**src/design/koc_pkg.sv**
```systemverilog
// ----------------------------------------------------------------------------
// koc_pkg
// Shared widths, codes and types of the key occurrence counter.
// ----------------------------------------------------------------------------
package koc_pkg;

   localparam int KEY_W               = 20;
   localparam int CODE_W              = 30;
   localparam int COUNT_W             = 16;
   localparam int SCALE_W             = 10;
   localparam int TABLE_DEPTH_DEFAULT = 64;

   // front-to-back item queue
   localparam int QUEUE_DEPTH = 2;
   localparam int QPTR_W      = $clog2(QUEUE_DEPTH);
   localparam int QCNT_W      = $clog2(QUEUE_DEPTH + 1);

   localparam logic [SCALE_W-1:0] GROUP_SCALE = SCALE_W'(1000);
   localparam logic [COUNT_W-1:0] COUNT_MAX   = '1;

   typedef enum logic [0:0] {
      MODE_COUNT = 1'b0,
      MODE_DUMP  = 1'b1
   } mode_type;

   typedef enum logic [1:0] {
      ST_LOOKUP,
      ST_UPDATE,
      ST_DUMP
   } state_type;

   typedef struct packed {
      mode_type           mode;
      logic [KEY_W-1:0]   key;
      logic [CODE_W-1:0]  code;
   } item_type;

   typedef struct packed {
      logic [COUNT_W-1:0] occurrence;
      logic               first_seen;
      logic               overflow;
      logic [CODE_W-1:0]  combined_code;
      logic [KEY_W-1:0]   entry_key;
      logic               entry_valid;
      logic               last;
   } rsp_type;

endpackage

```
**src/design/koc_front.sv**
```systemverilog
// ----------------------------------------------------------------------------
// koc_front
// Request side: classifies items and forms the combined group/key code.
// ----------------------------------------------------------------------------
module koc_front (
   input  logic                        req_valid,
   output logic                        req_stall,
   input  logic                        req_mode,
   input  logic [koc_pkg::KEY_W-1:0]   req_key,
   input  logic [koc_pkg::KEY_W-1:0]   req_group_code,
   output logic                        push,
   output koc_pkg::item_type           push_item,
   input  logic                        queue_full
);

   logic [koc_pkg::CODE_W-1:0] code;

   assign code = koc_pkg::CODE_W'(req_group_code) * koc_pkg::CODE_W'(koc_pkg::GROUP_SCALE)
               + koc_pkg::CODE_W'(req_key);

   assign req_stall = queue_full;
   assign push      = req_valid && !queue_full;

   always_comb begin
      push_item.mode = koc_pkg::mode_type'(req_mode);
      push_item.key  = req_key;
      // dump items carry no code
      push_item.code = (push_item.mode == koc_pkg::MODE_COUNT) ? code : '0;
   end

endmodule

```
**src/design/koc_queue.sv**
```systemverilog
// ----------------------------------------------------------------------------
// koc_queue
// Short item queue between the request front and the table engine.
// ----------------------------------------------------------------------------
module koc_queue (
   input  logic               clock,
   input  logic               reset,
   input  logic               push,
   input  koc_pkg::item_type  push_item,
   output logic               full,
   input  logic               pop,
   output logic               head_valid,
   output koc_pkg::item_type  head_item
);

   koc_pkg::item_type                 slot_ff [koc_pkg::QUEUE_DEPTH];
   logic [koc_pkg::QPTR_W-1:0]        wr_ptr_ff, wr_ptr_in;
   logic [koc_pkg::QPTR_W-1:0]        rd_ptr_ff, rd_ptr_in;
   logic [koc_pkg::QCNT_W-1:0]        count_ff, count_in;

   assign full       = (count_ff == koc_pkg::QCNT_W'(koc_pkg::QUEUE_DEPTH));
   assign head_valid = (count_ff != '0);
   assign head_item  = slot_ff[rd_ptr_ff];

   always_comb begin
      wr_ptr_in = wr_ptr_ff;
      rd_ptr_in = rd_ptr_ff;
      count_in  = count_ff;
      if (push) begin
         wr_ptr_in = (wr_ptr_ff == koc_pkg::QPTR_W'(koc_pkg::QUEUE_DEPTH - 1)) ?
                     '0 : wr_ptr_ff + 1'b1;
      end
      if (pop) begin
         rd_ptr_in = (rd_ptr_ff == koc_pkg::QPTR_W'(koc_pkg::QUEUE_DEPTH - 1)) ?
                     '0 : rd_ptr_ff + 1'b1;
      end
      if (push && !pop) begin
         count_in = count_ff + 1'b1;
      end else if (pop && !push) begin
         count_in = count_ff - 1'b1;
      end
   end

   always_ff @(posedge clock) begin
      if (reset) begin
         wr_ptr_ff <= '0;
         rd_ptr_ff <= '0;
         count_ff  <= '0;
      end else begin
         wr_ptr_ff <= wr_ptr_in;
         rd_ptr_ff <= rd_ptr_in;
         count_ff  <= count_in;
      end
   end

   always_ff @(posedge clock) begin
      if (push) begin
         slot_ff[wr_ptr_ff] <= push_item;
      end
   end

endmodule

```
**src/design/koc_back.sv**
```systemverilog
// ----------------------------------------------------------------------------
// koc_back
// Table engine: key match array, count and key memories, result register.
// ----------------------------------------------------------------------------
module koc_back #(
   parameter int TABLE_DEPTH = koc_pkg::TABLE_DEPTH_DEFAULT
) (
   input  logic               clock,
   input  logic               reset,
   input  logic               head_valid,
   input  koc_pkg::item_type  head_item,
   output logic               pop,
   output logic               rsp_valid,
   input  logic               rsp_stall,
   output koc_pkg::rsp_type   rsp
);

   localparam int IDX_W = (TABLE_DEPTH > 1) ? $clog2(TABLE_DEPTH) : 1;
   localparam int CNT_W = $clog2(TABLE_DEPTH + 1);

   // match array: one key register per entry, compared in parallel
   logic [koc_pkg::KEY_W-1:0]   cam_ff       [TABLE_DEPTH];
   // copies for ordered readout, and hit counts
   logic [koc_pkg::KEY_W-1:0]   key_mem_ff   [TABLE_DEPTH];
   logic [koc_pkg::COUNT_W-1:0] count_mem_ff [TABLE_DEPTH];

   koc_pkg::state_type          state_ff, state_in;
   logic [CNT_W-1:0]            used_ff, used_in;
   logic [IDX_W-1:0]            idx_ff, idx_in;
   logic                        hit_ff, hit_in;
   logic [koc_pkg::KEY_W-1:0]   item_key_ff, item_key_in;
   logic [koc_pkg::CODE_W-1:0]  item_code_ff, item_code_in;
   logic [IDX_W-1:0]            dump_idx_ff, dump_idx_in;
   logic [koc_pkg::KEY_W-1:0]   key_rd_ff;
   logic [koc_pkg::COUNT_W-1:0] count_rd_ff;
   logic                        rsp_valid_ff, rsp_valid_in;
   koc_pkg::rsp_type            rsp_ff, rsp_in;

   logic                        match_any;
   logic [IDX_W-1:0]            match_idx;
   logic                        out_free;
   logic                        rd_en;
   logic [IDX_W-1:0]            rd_addr;
   logic                        append;
   logic                        cnt_we;
   logic [IDX_W-1:0]            cnt_wr_addr;
   logic [koc_pkg::COUNT_W-1:0] cnt_wr_data;
   logic [koc_pkg::COUNT_W-1:0] count_sat;
   logic                        room;
   logic                        dump_end;

   assign out_free  = !rsp_valid_ff || !rsp_stall;
   assign room      = (used_ff < CNT_W'(TABLE_DEPTH));
   assign dump_end  = (used_ff == '0) || ((CNT_W'(dump_idx_ff) + 1'b1) == used_ff);
   assign count_sat = (count_rd_ff == koc_pkg::COUNT_MAX) ? count_rd_ff
                                                         : count_rd_ff + 1'b1;

   // keys in the table are distinct, so at most one entry matches
   always_comb begin
      match_any = 1'b0;
      match_idx = '0;
      for (int i = 0; i < TABLE_DEPTH; i++) begin
         if ((CNT_W'(i) < used_ff) && (cam_ff[i] == head_item.key)) begin
            match_any = 1'b1;
            match_idx = match_idx | IDX_W'(i);
         end
      end
   end

   // next state
   always_comb begin
      state_in = state_ff;
      case (state_ff)
         koc_pkg::ST_LOOKUP: begin
            if (head_valid) begin
               state_in = (head_item.mode == koc_pkg::MODE_COUNT) ?
                          koc_pkg::ST_UPDATE : koc_pkg::ST_DUMP;
            end
         end
         koc_pkg::ST_UPDATE: begin
            if (out_free) begin
               state_in = koc_pkg::ST_LOOKUP;
            end
         end
         koc_pkg::ST_DUMP: begin
            if (out_free && dump_end) begin
               state_in = koc_pkg::ST_LOOKUP;
            end
         end
         default: state_in = koc_pkg::ST_LOOKUP;
      endcase
   end

   // outputs and datapath control
   always_comb begin
      pop          = 1'b0;
      rd_en        = 1'b0;
      rd_addr      = '0;
      append       = 1'b0;
      cnt_we       = 1'b0;
      cnt_wr_addr  = idx_ff;
      cnt_wr_data  = count_sat;
      used_in      = used_ff;
      idx_in       = idx_ff;
      hit_in       = hit_ff;
      item_key_in  = item_key_ff;
      item_code_in = item_code_ff;
      dump_idx_in  = dump_idx_ff;
      rsp_in       = rsp_ff;
      rsp_valid_in = rsp_valid_ff && rsp_stall;
      case (state_ff)
         koc_pkg::ST_LOOKUP: begin
            if (head_valid) begin
               pop          = 1'b1;
               rd_en        = 1'b1;
               item_key_in  = head_item.key;
               item_code_in = head_item.code;
               dump_idx_in  = '0;
               if (head_item.mode == koc_pkg::MODE_COUNT) begin
                  rd_addr = match_idx;
                  idx_in  = match_idx;
                  hit_in  = match_any;
               end
            end
         end
         koc_pkg::ST_UPDATE: begin
            if (out_free) begin
               rsp_valid_in         = 1'b1;
               rsp_in.combined_code = item_code_ff;
               rsp_in.entry_key     = item_key_ff;
               rsp_in.entry_valid   = 1'b1;
               rsp_in.last          = 1'b1;
               rsp_in.first_seen    = 1'b0;
               rsp_in.overflow      = 1'b0;
               if (hit_ff) begin
                  cnt_we            = 1'b1;
                  rsp_in.occurrence = count_sat;
               end else if (room) begin
                  append            = 1'b1;
                  cnt_we            = 1'b1;
                  cnt_wr_addr       = used_ff[IDX_W-1:0];
                  cnt_wr_data       = koc_pkg::COUNT_W'(1);
                  used_in           = used_ff + 1'b1;
                  rsp_in.occurrence = koc_pkg::COUNT_W'(1);
                  rsp_in.first_seen = 1'b1;
               end else begin
                  rsp_in.occurrence = '0;
                  rsp_in.overflow   = 1'b1;
               end
            end
         end
         koc_pkg::ST_DUMP: begin
            if (out_free) begin
               rsp_valid_in         = 1'b1;
               rsp_in.first_seen    = 1'b0;
               rsp_in.overflow      = 1'b0;
               rsp_in.combined_code = '0;
               rsp_in.last          = dump_end;
               if (used_ff == '0) begin
                  rsp_in.occurrence  = '0;
                  rsp_in.entry_key   = '0;
                  rsp_in.entry_valid = 1'b0;
               end else begin
                  rsp_in.occurrence  = count_rd_ff;
                  rsp_in.entry_key   = key_rd_ff;
                  rsp_in.entry_valid = 1'b1;
               end
               if (!dump_end) begin
                  rd_en       = 1'b1;
                  rd_addr     = dump_idx_ff + 1'b1;
                  dump_idx_in = dump_idx_ff + 1'b1;
               end
            end
         end
         default: begin
         end
      endcase
   end

   always_ff @(posedge clock) begin
      if (reset) begin
         state_ff     <= koc_pkg::ST_LOOKUP;
         used_ff      <= '0;
         rsp_valid_ff <= 1'b0;
      end else begin
         state_ff     <= state_in;
         used_ff      <= used_in;
         rsp_valid_ff <= rsp_valid_in;
      end
   end

   always_ff @(posedge clock) begin
      idx_ff       <= idx_in;
      hit_ff       <= hit_in;
      item_key_ff  <= item_key_in;
      item_code_ff <= item_code_in;
      dump_idx_ff  <= dump_idx_in;
      rsp_ff       <= rsp_in;
   end

   always_ff @(posedge clock) begin
      if (append) begin
         cam_ff[used_ff[IDX_W-1:0]]     <= item_key_ff;
         key_mem_ff[used_ff[IDX_W-1:0]] <= item_key_ff;
      end
   end

   always_ff @(posedge clock) begin
      if (cnt_we) begin
         count_mem_ff[cnt_wr_addr] <= cnt_wr_data;
      end
      if (rd_en) begin
         count_rd_ff <= count_mem_ff[rd_addr];
      end
   end

   always_ff @(posedge clock) begin
      if (rd_en) begin
         key_rd_ff <= key_mem_ff[rd_addr];
      end
   end

   assign rsp_valid = rsp_valid_ff;
   assign rsp       = rsp_ff;

endmodule

```
**src/design/key_occurrence_counter_top.sv**
```systemverilog
// A count item passes through the queue, a match lookup state and a count update
// state, which loads the result register; a dump then gives one entry per cycle
// while the output does not stall. The engine takes no new item until the last
// one is through; a dump gives one result per stored entry, or one for an empty table.
// Reset clears the entry count, the queue and the result valid flag; no
// clearing pass runs, so items are taken the cycle after reset drops.
// ----------------------------------------------------------------------------
// key_occurrence_counter_top
// Counts key occurrences in a first-arrival table and dumps it on request.
// ----------------------------------------------------------------------------
module key_occurrence_counter_top #(
   parameter int TABLE_DEPTH = koc_pkg::TABLE_DEPTH_DEFAULT
) (
   input  logic                          clock,
   input  logic                          reset,
   input  logic                          req_valid,
   output logic                          req_stall,
   input  logic                          req_mode,
   input  logic [koc_pkg::KEY_W-1:0]     req_key,
   input  logic [koc_pkg::KEY_W-1:0]     req_group_code,
   output logic                          rsp_valid,
   input  logic                          rsp_stall,
   output logic [koc_pkg::COUNT_W-1:0]   rsp_occurrence,
   output logic                          rsp_first_seen,
   output logic                          rsp_overflow,
   output logic [koc_pkg::CODE_W-1:0]    rsp_combined_code,
   output logic [koc_pkg::KEY_W-1:0]     rsp_entry_key,
   output logic                          rsp_entry_valid,
   output logic                          rsp_last
);

   logic               push;
   koc_pkg::item_type  push_item;
   logic               queue_full;
   logic               pop;
   logic               head_valid;
   koc_pkg::item_type  head_item;
   koc_pkg::rsp_type   rsp;

   koc_front u_front (
      .req_valid      (req_valid),
      .req_stall      (req_stall),
      .req_mode       (req_mode),
      .req_key        (req_key),
      .req_group_code (req_group_code),
      .push           (push),
      .push_item      (push_item),
      .queue_full     (queue_full)
   );

   koc_queue u_queue (
      .clock      (clock),
      .reset      (reset),
      .push       (push),
      .push_item  (push_item),
      .full       (queue_full),
      .pop        (pop),
      .head_valid (head_valid),
      .head_item  (head_item)
   );

   koc_back #(
      .TABLE_DEPTH (TABLE_DEPTH)
   ) u_back (
      .clock      (clock),
      .reset      (reset),
      .head_valid (head_valid),
      .head_item  (head_item),
      .pop        (pop),
      .rsp_valid  (rsp_valid),
      .rsp_stall  (rsp_stall),
      .rsp        (rsp)
   );

   assign rsp_occurrence    = rsp.occurrence;
   assign rsp_first_seen    = rsp.first_seen;
   assign rsp_overflow      = rsp.overflow;
   assign rsp_combined_code = rsp.combined_code;
   assign rsp_entry_key     = rsp.entry_key;
   assign rsp_entry_valid   = rsp.entry_valid;
   assign rsp_last          = rsp.last;

endmodule

```
**config.mk**
```make
export PLATFORM = sky130hd
export DESIGN_NAME = key_occurrence_counter_top
export DESIGN_NICKNAME = d
export VERILOG_FILES = /design/src/design/koc_pkg.sv /design/src/design/koc_front.sv /design/src/design/koc_queue.sv /design/src/design/koc_back.sv /design/src/design/key_occurrence_counter_top.sv
export SDC_FILE = /design/constraint.sdc
export NUM_CORES = 2
export LEC_CHECK = 0
export BUFFER_PORTS_ARGS = -buffer_cell sky130_fd_sc_hd__buf_2
export CORE_MARGIN = 5
export CORE_UTILIZATION = 32
export CTS_CLUSTER_DIAMETER = 50
export DETAILED_ROUTE_END_ITERATION = 6
export GPL_ROUTABILITY_DRIVEN = 1
export SYNTH_ARGS = -nofsm -noshare
export SYNTH_HDL_FRONTEND = slang
export SYNTH_SLANG_ARGS = --single-unit
export TNS_END_PERCENT = 100
```
**constraint.sdc**
```tcl
create_clock -name clock -period 6.42 [get_ports clock]
set_input_delay 0.321 -clock clock [delete_from_list [all_inputs] [get_ports clock]]
set_output_delay 0.321 -clock clock [all_outputs]
set_load 0.01 [all_outputs]
```
======== Yosys cells after proc, flatten, opt, wreduce, memory -nomap -nowiden ========
Memories as Yosys holds them, arrays and structs flattened. A register that Yosys moved wholly into a read port is not among the register bits.
Cells that the tools add are included.
word-level totals
  register bits ........................... 147
  input bits .............................. 45
  output and inout bits ................... 72
  memories ................................ 4
  RAM bits ................................ 3686
  logic and storage cells ................. 528
operators by class
  reduce and logical (&&, ||, !) cells .... 88
  $mul .................................... 1
  $add $sub $neg .......................... 9
  $lt $le $gt $ge ......................... 65
  equal/unequal tests ..................... 77
  muxes and demuxes ....................... 266
memories
  memory               words  bits a word  rd ports  clocked after memory_dff  wr ports  line             RTL
  u_back.cam_ff        64     20           64        0                         1         koc_back.sv:22   logic [koc_pkg::KEY_W-1:0] cam_ff [TABLE_DEPTH];
  u_back.key_mem_ff    64     20           1         1                         1         koc_back.sv:24   logic [koc_pkg::KEY_W-1:0] key_mem_ff [TABLE_DEPTH];
  u_back.count_mem_ff  64     16           1         1                         1         koc_back.sv:25   logic [koc_pkg::COUNT_W-1:0] count_mem_ff [TABLE_DEPTH];
  u_queue.slot_ff      2      51           1         1                         1         koc_queue.sv:16  koc_pkg::item_type slot_ff [koc_pkg::QUEUE_DEPTH];
operators by type and width
  kind                   count
  $eq 20x20->1           64
  $mux 6                 64
  $mux 16                20
  $mux 70                4
  $lt 6x7->1 const A     32
  $pmux 70 s2            1
  $lt 5x7->1 const A     16
  $mux 1                 112
  $mux 30                3
  $mux 5                 16
  $logic_and 1x1->1      69
  $mux 21                3
  $mux 7                 9
  $lt 4x7->1 const A     8
  $mux 20                2
  $mux 4                 8
  $add 30x20->30         1
  $mux 2                 15
  $lt 3x7->1 const A     4
  $mul 20x7->27 const B  1
  $pmux 6 s2             2
  $add 16x1->16 const B  1
  $eq 16x16->1 const B   1
  $lt 1x7->1 const A     2
  24 further kinds       48

======== Logic depth before layout (Yosys ltp) ========
An unclocked memory read counts as a cell.
  word-level depth ........................ 72
  depth in mapped cells ................... 27
  mapped depth without buffers ............ 27

======== By module ========
From an unflattened synthesis, not the netlist that was laid out.
second synthesis, totals
  cell total of the unflattened synthesis .. 10353
  area, all modules ....................... 127421.0 um^2
by module, submodules not included
  module     cells an instance  times used  sequential area each (um^2)  area each (um^2)
  koc_back   9603               1           74461.4                      118683.8
  koc_front  569                1           0.0                          4859.7
  koc_queue  181                1           3163.0                       3877.5

======== Least setup slack after synthesis ========
No wires, ideal clock.
  path type ............................... input -> register
  start point ............................. input req_group_code[0] in the netlist's numbering
  end point ............................... memory u_queue.slot_ff[0][28] in the netlist's numbering (data pin)
  cell stages on the path ................. 25
  setup time .............................. 0.270 ns
  arrival time ............................ 5.776 ns
  buffers on the path ..................... 0
  data required time ...................... 6.150 ns
  setup slack ............................. 0.374 ns
  cells stage by stage .................... fa_1 fa_1 inv_1 fa_1 inv_1 fa_1 ha_1 o21ai_0 a21boi_0 o211ai_1 nand2_1 a21oi_1 o21bai_1 a21oi_1 xnor2_1 ha_1 and3_1 nand2_1 o21ai_0 nand3_1 nand3b_1 and4_1 or4b_2 xnor2_1 nor2_1
RTL lines
  item             line                              RTL
  start, declared  key_occurrence_counter_top.sv:20  input logic [koc_pkg::KEY_W-1:0] req_group_code,
  end, declared    koc_queue.sv:16

==> key figures <==
Run status
  – Status: finished, violations left
  – Failing checks: negative setup slack

Pwr
  – Lkg Pwr: between 50 and 60 nW
  – Clock power frac: 0.305
  – Maximum vdd ir drop: 534.2 uV
  – Switching Fraction: 0.3332
  – Flop pwr share: 0.413
  – Int Pwr: about 37 mW
  – P_sw: 18.25 mW
  – Logic gate share of total power: 0.282
  – Power per cell area: 372.2 nW/um2

Floorplanning
  – Chip Width: roughly 630 um
  – Rows: roughly 230
  – Initial Utilization: 0.3207
  – Core area: between 300000 and 400000 um2
  – Die H: between 600 and 700 um
  – IO Pins: 117
  – Die area: about 400000 um2

Timing
  – Skew final: 66.51 ps
  – Final min period: approximately 6500 ps
  – Worst-Margin Slew: 1396 ps
  – Worst setup margin: -33.27 ps
  – Fin. Hold Viols: 0
  – Maximum clock frequency: about 0.15 GHz
  – Max-slew violation count: 0
  – Setup-failing EPs final: 1
  – Final period util: 1.005
  – Slew headroom: 0.06843

Worst setup path
  – Reg2Reg Setup Slack: -30 ps
  – R2R cell count: 22
  – Critical path capture point type: flop
  – Worst r2r dst: u_back.count_rd_ff[3]
  – Worst EP required: roughly 7000 ps
  – Crit path DAT: between 7000 and 8000 ps
  – Critical Path Start Type: flop
  – CP Max Fanout: 27
  – Crit Path Category: reg2reg

Synthesis
  – Ys async rst share: 0
  – EDFF count, synth: 2575
  – Synth Flop Type: edfxtp_1
  – Synth Cell Area: 123400 um2
  – Cell taking the most area after synthesis: edfxtp_1
  – Yosys cell types: 89
  – FF+latch count, synth: 2590
  – Syn avg cell area: ~13 um2
  – Synth top area cells: edfxtp_1 63%, xnor2_1 6.8%, mux2i_1 5.0%, nand2_1 3.4%, xor2_1 2.8%
  – Share of the synthesized area in the top cell type: 0.6266
  – Seq/Total Area, Yosys: 0.6290
  – Mapped Cells: roughly 9500
  – Synth warn: 0
  – Synthesized net count: around 9700

Cells and area
  – Design Area, Final: between 100000 and 150000 um2
  – Most frequent cells in the layout: 2575 x edfxtp_1, 1103 x nand2_1, 965 x xnor2_1, 873 x buf_4, 663 x nor2_1
  – P&R area growth vs syn: 19.24%
  – Fin nets: roughly 11000
  – Share of post-route cells with drive strength above 1: 0.1790
  – Fin cells: between 15000 and 20000
  – Commonest non-fill, non-tap cell in the layout: edfxtp_1

Placement
  – Port bufs: around 120
  – Placed cells: 15130
  – DP Area: 137200 um2
  – Dpl hpwl: ~330 mm
  – Placer Congestion: just over 1

GRT
  – Gr usage total: 0.2330
  – Largest net degree at the start of global routing: 89
  – First-pass GRT wire length: approximately 670 mm
  – Congestion Overflow GR: 0
  – Initial antenna violation count: 42
  – Vias in the first global route: ~84000

Routing
  – DRC: 0
  – ANT nets after route: 0
  – DRT Pass-1 Iters: 6
  – Wire length per cell: approximately 30 um
  – DRT iter0 DRCs: approximately 13000
  – Vias: about 88000
  – Final wirelength: 484.1 mm
  – Vias per cell: 5.595

Hold path
  – HP Start: req_mode
  – Hold Path End: u_queue.slot_ff[0][50]
  – Hold Path Class: in2reg
  – Hold path depth: 1

CTS
  – Later-pin clock latency in the skew report: approximately 900 ps
  – Maximum buffer depth of the clock tree: 4
  – CTS tree: done
  – H-tree levels: 5
  – CTS Root Cell: clkbuf_16
  – Clock sinks: approximately 2600
  – CTS Buf Count: 296
  – Worst-path clk slew: approximately 60 ps

Run
  – Max cap viols: 0
## per-layer routing
metal | wire (um) | GRT usage
met5 | 117 | 0
met4 | 25650 | 0.1055
met3 | 56080 | 0.06049
met2 | 213600 | 0.3561
met1 | 188700 | 0.3107
## critical path, cell delays in order (launching register included)
cell and delay (ps):
dfxtp_4 370, buf_12 240, mux2i_4 300, buf_12 220, buf_12 250, xnor2_1 100
nor4_1 350, nand4_1 170, nor4_1 520, buf_4 280, a21oi_1 100, o311ai_0 340
and4b_1 360, o22ai_4 220, buf_4 240, buf_4 250, nor2_4 100, nand2_1 290
buf_4 200, o32ai_1 120, buf_4 160, nor3_1 700, o221ai_1 190
## synth_stat cells, drive strengths merged (27+ instances only)
library cell	count
o22ai	95
edfxtp	2575
inv	165
a311oi	27
o21ai	201
nand4	157
and3	31
xor2	388
nand2	1107
xnor2	965
a22oi	36
ha	86
nor2b	48
a31oi	131
nand3	235
nor3	135
clkbuf	144
mux2	143
mux2i	618
buf	422
nor4	264
o211ai	69
nor2	754
or3	35
a21oi	252
fa	71
## sequential cells by signal, summed over array words and instances, names as in the netlist, 20 cells and up, named ones only
| register | flops |
|---|---|
| u_back.key_mem_ff | 1260 |
| u_back.count_mem_ff | 1024 |
| u_queue.slot_ff | 102 |
| u_back.rsp | 70 |
| u_back.item_code_ff | 30 |
| u_back.cam_ff | 20 |
| u_back.item_key_ff | 20 |
| u_back.key_rd_ff | 20 |
## worst max-delay path by stage
stage                                  from  cells after the start                      to
after global routing                   flop                     21    u_back.key_rd_ff[13]
after CTS                              flop                     25    u_back.key_rd_ff[15]
after floorplan           req_group_code[0]                     25  u_queue.slot_ff[0][28]
after global placement    req_group_code[0]                     26  u_queue.slot_ff[0][28]
final                                  flop                     22   u_back.count_rd_ff[3]
after detailed placement               flop                     24    u_back.key_rd_ff[16]
## timing repair
| action | CTS | global route |
|---|---|---|
| endpoints found under the hold margin | 61 | 0 |
| setup endpoints to repair | 9 | 26 |
| hold buffers | 24 | 0 |
| resized for setup | 7 | 28 |
| gates cloned | 0 | 2 |
| pin swaps | 0 | 1 |
| buffers inserted | 0 | 3 |
## cell type report
cell class	instances	area, um2
Fill cell	36120	237700
Sequential cell	2590	77630
Multi-Input combinational cell	6182	42770
Timing Repair Buffer	1162	10350
Clock buffer	350	7831
Tap cell	5060	6331
Clock inverter	173	1565
Inverter	165	619.3
Antenna cell	14	35.03
## power by group through the flow
stage / Combinational (mW) / Sequential [mW] / Clock (mW)
2_1_floorplan: 7.50 / 23.3 / 0
3_3_place_gp: 15.0 / 22.9 / 0
3_5_place_dp: 15.1 / 22.9 / 0
4_1_cts: 15.1 / 22.6 / 16.9
5_1_grt: 16.1 / 22.6 / 17.6
6_report: 15.5 / 22.6 / 16.7
## logic make-up after synthesis
kind of cell / after synthesis / share of synthesized area
buffers and inverters: 731 / 0.03145
XOR/XNOR: 1353 / 0.09603
AO/OA/AOI/OAI: 1054 / 0.05538
multiplexers: 765 / 0.06391
adder cells (fa/ha/maj): 157 / 0.02024
AND/OR/NAND/NOR: 2853 / 0.1039
flip-flops: 2590 / 0.6290
## metrics by stage
step           hold slack (ps)  setup TNS (ps)  power [mW]    util  setup slack (ps)
6_report                 111.6          -33.27       54.76  0.3823            -33.27
5_1_grt                  101.1          -185.8       56.31  0.3823            -62.66
4_1_cts                  57.54               0       54.56  0.3817             29.93
3_5_place_dp             452.6          -931.4       37.97  0.3566            -373.7
3_3_place_gp             483.3           -1875       37.84  0.3566            -330.8
2_1_floorplan            390.1               0       30.80       -             374.3
(Power assumes the default switching activity.)
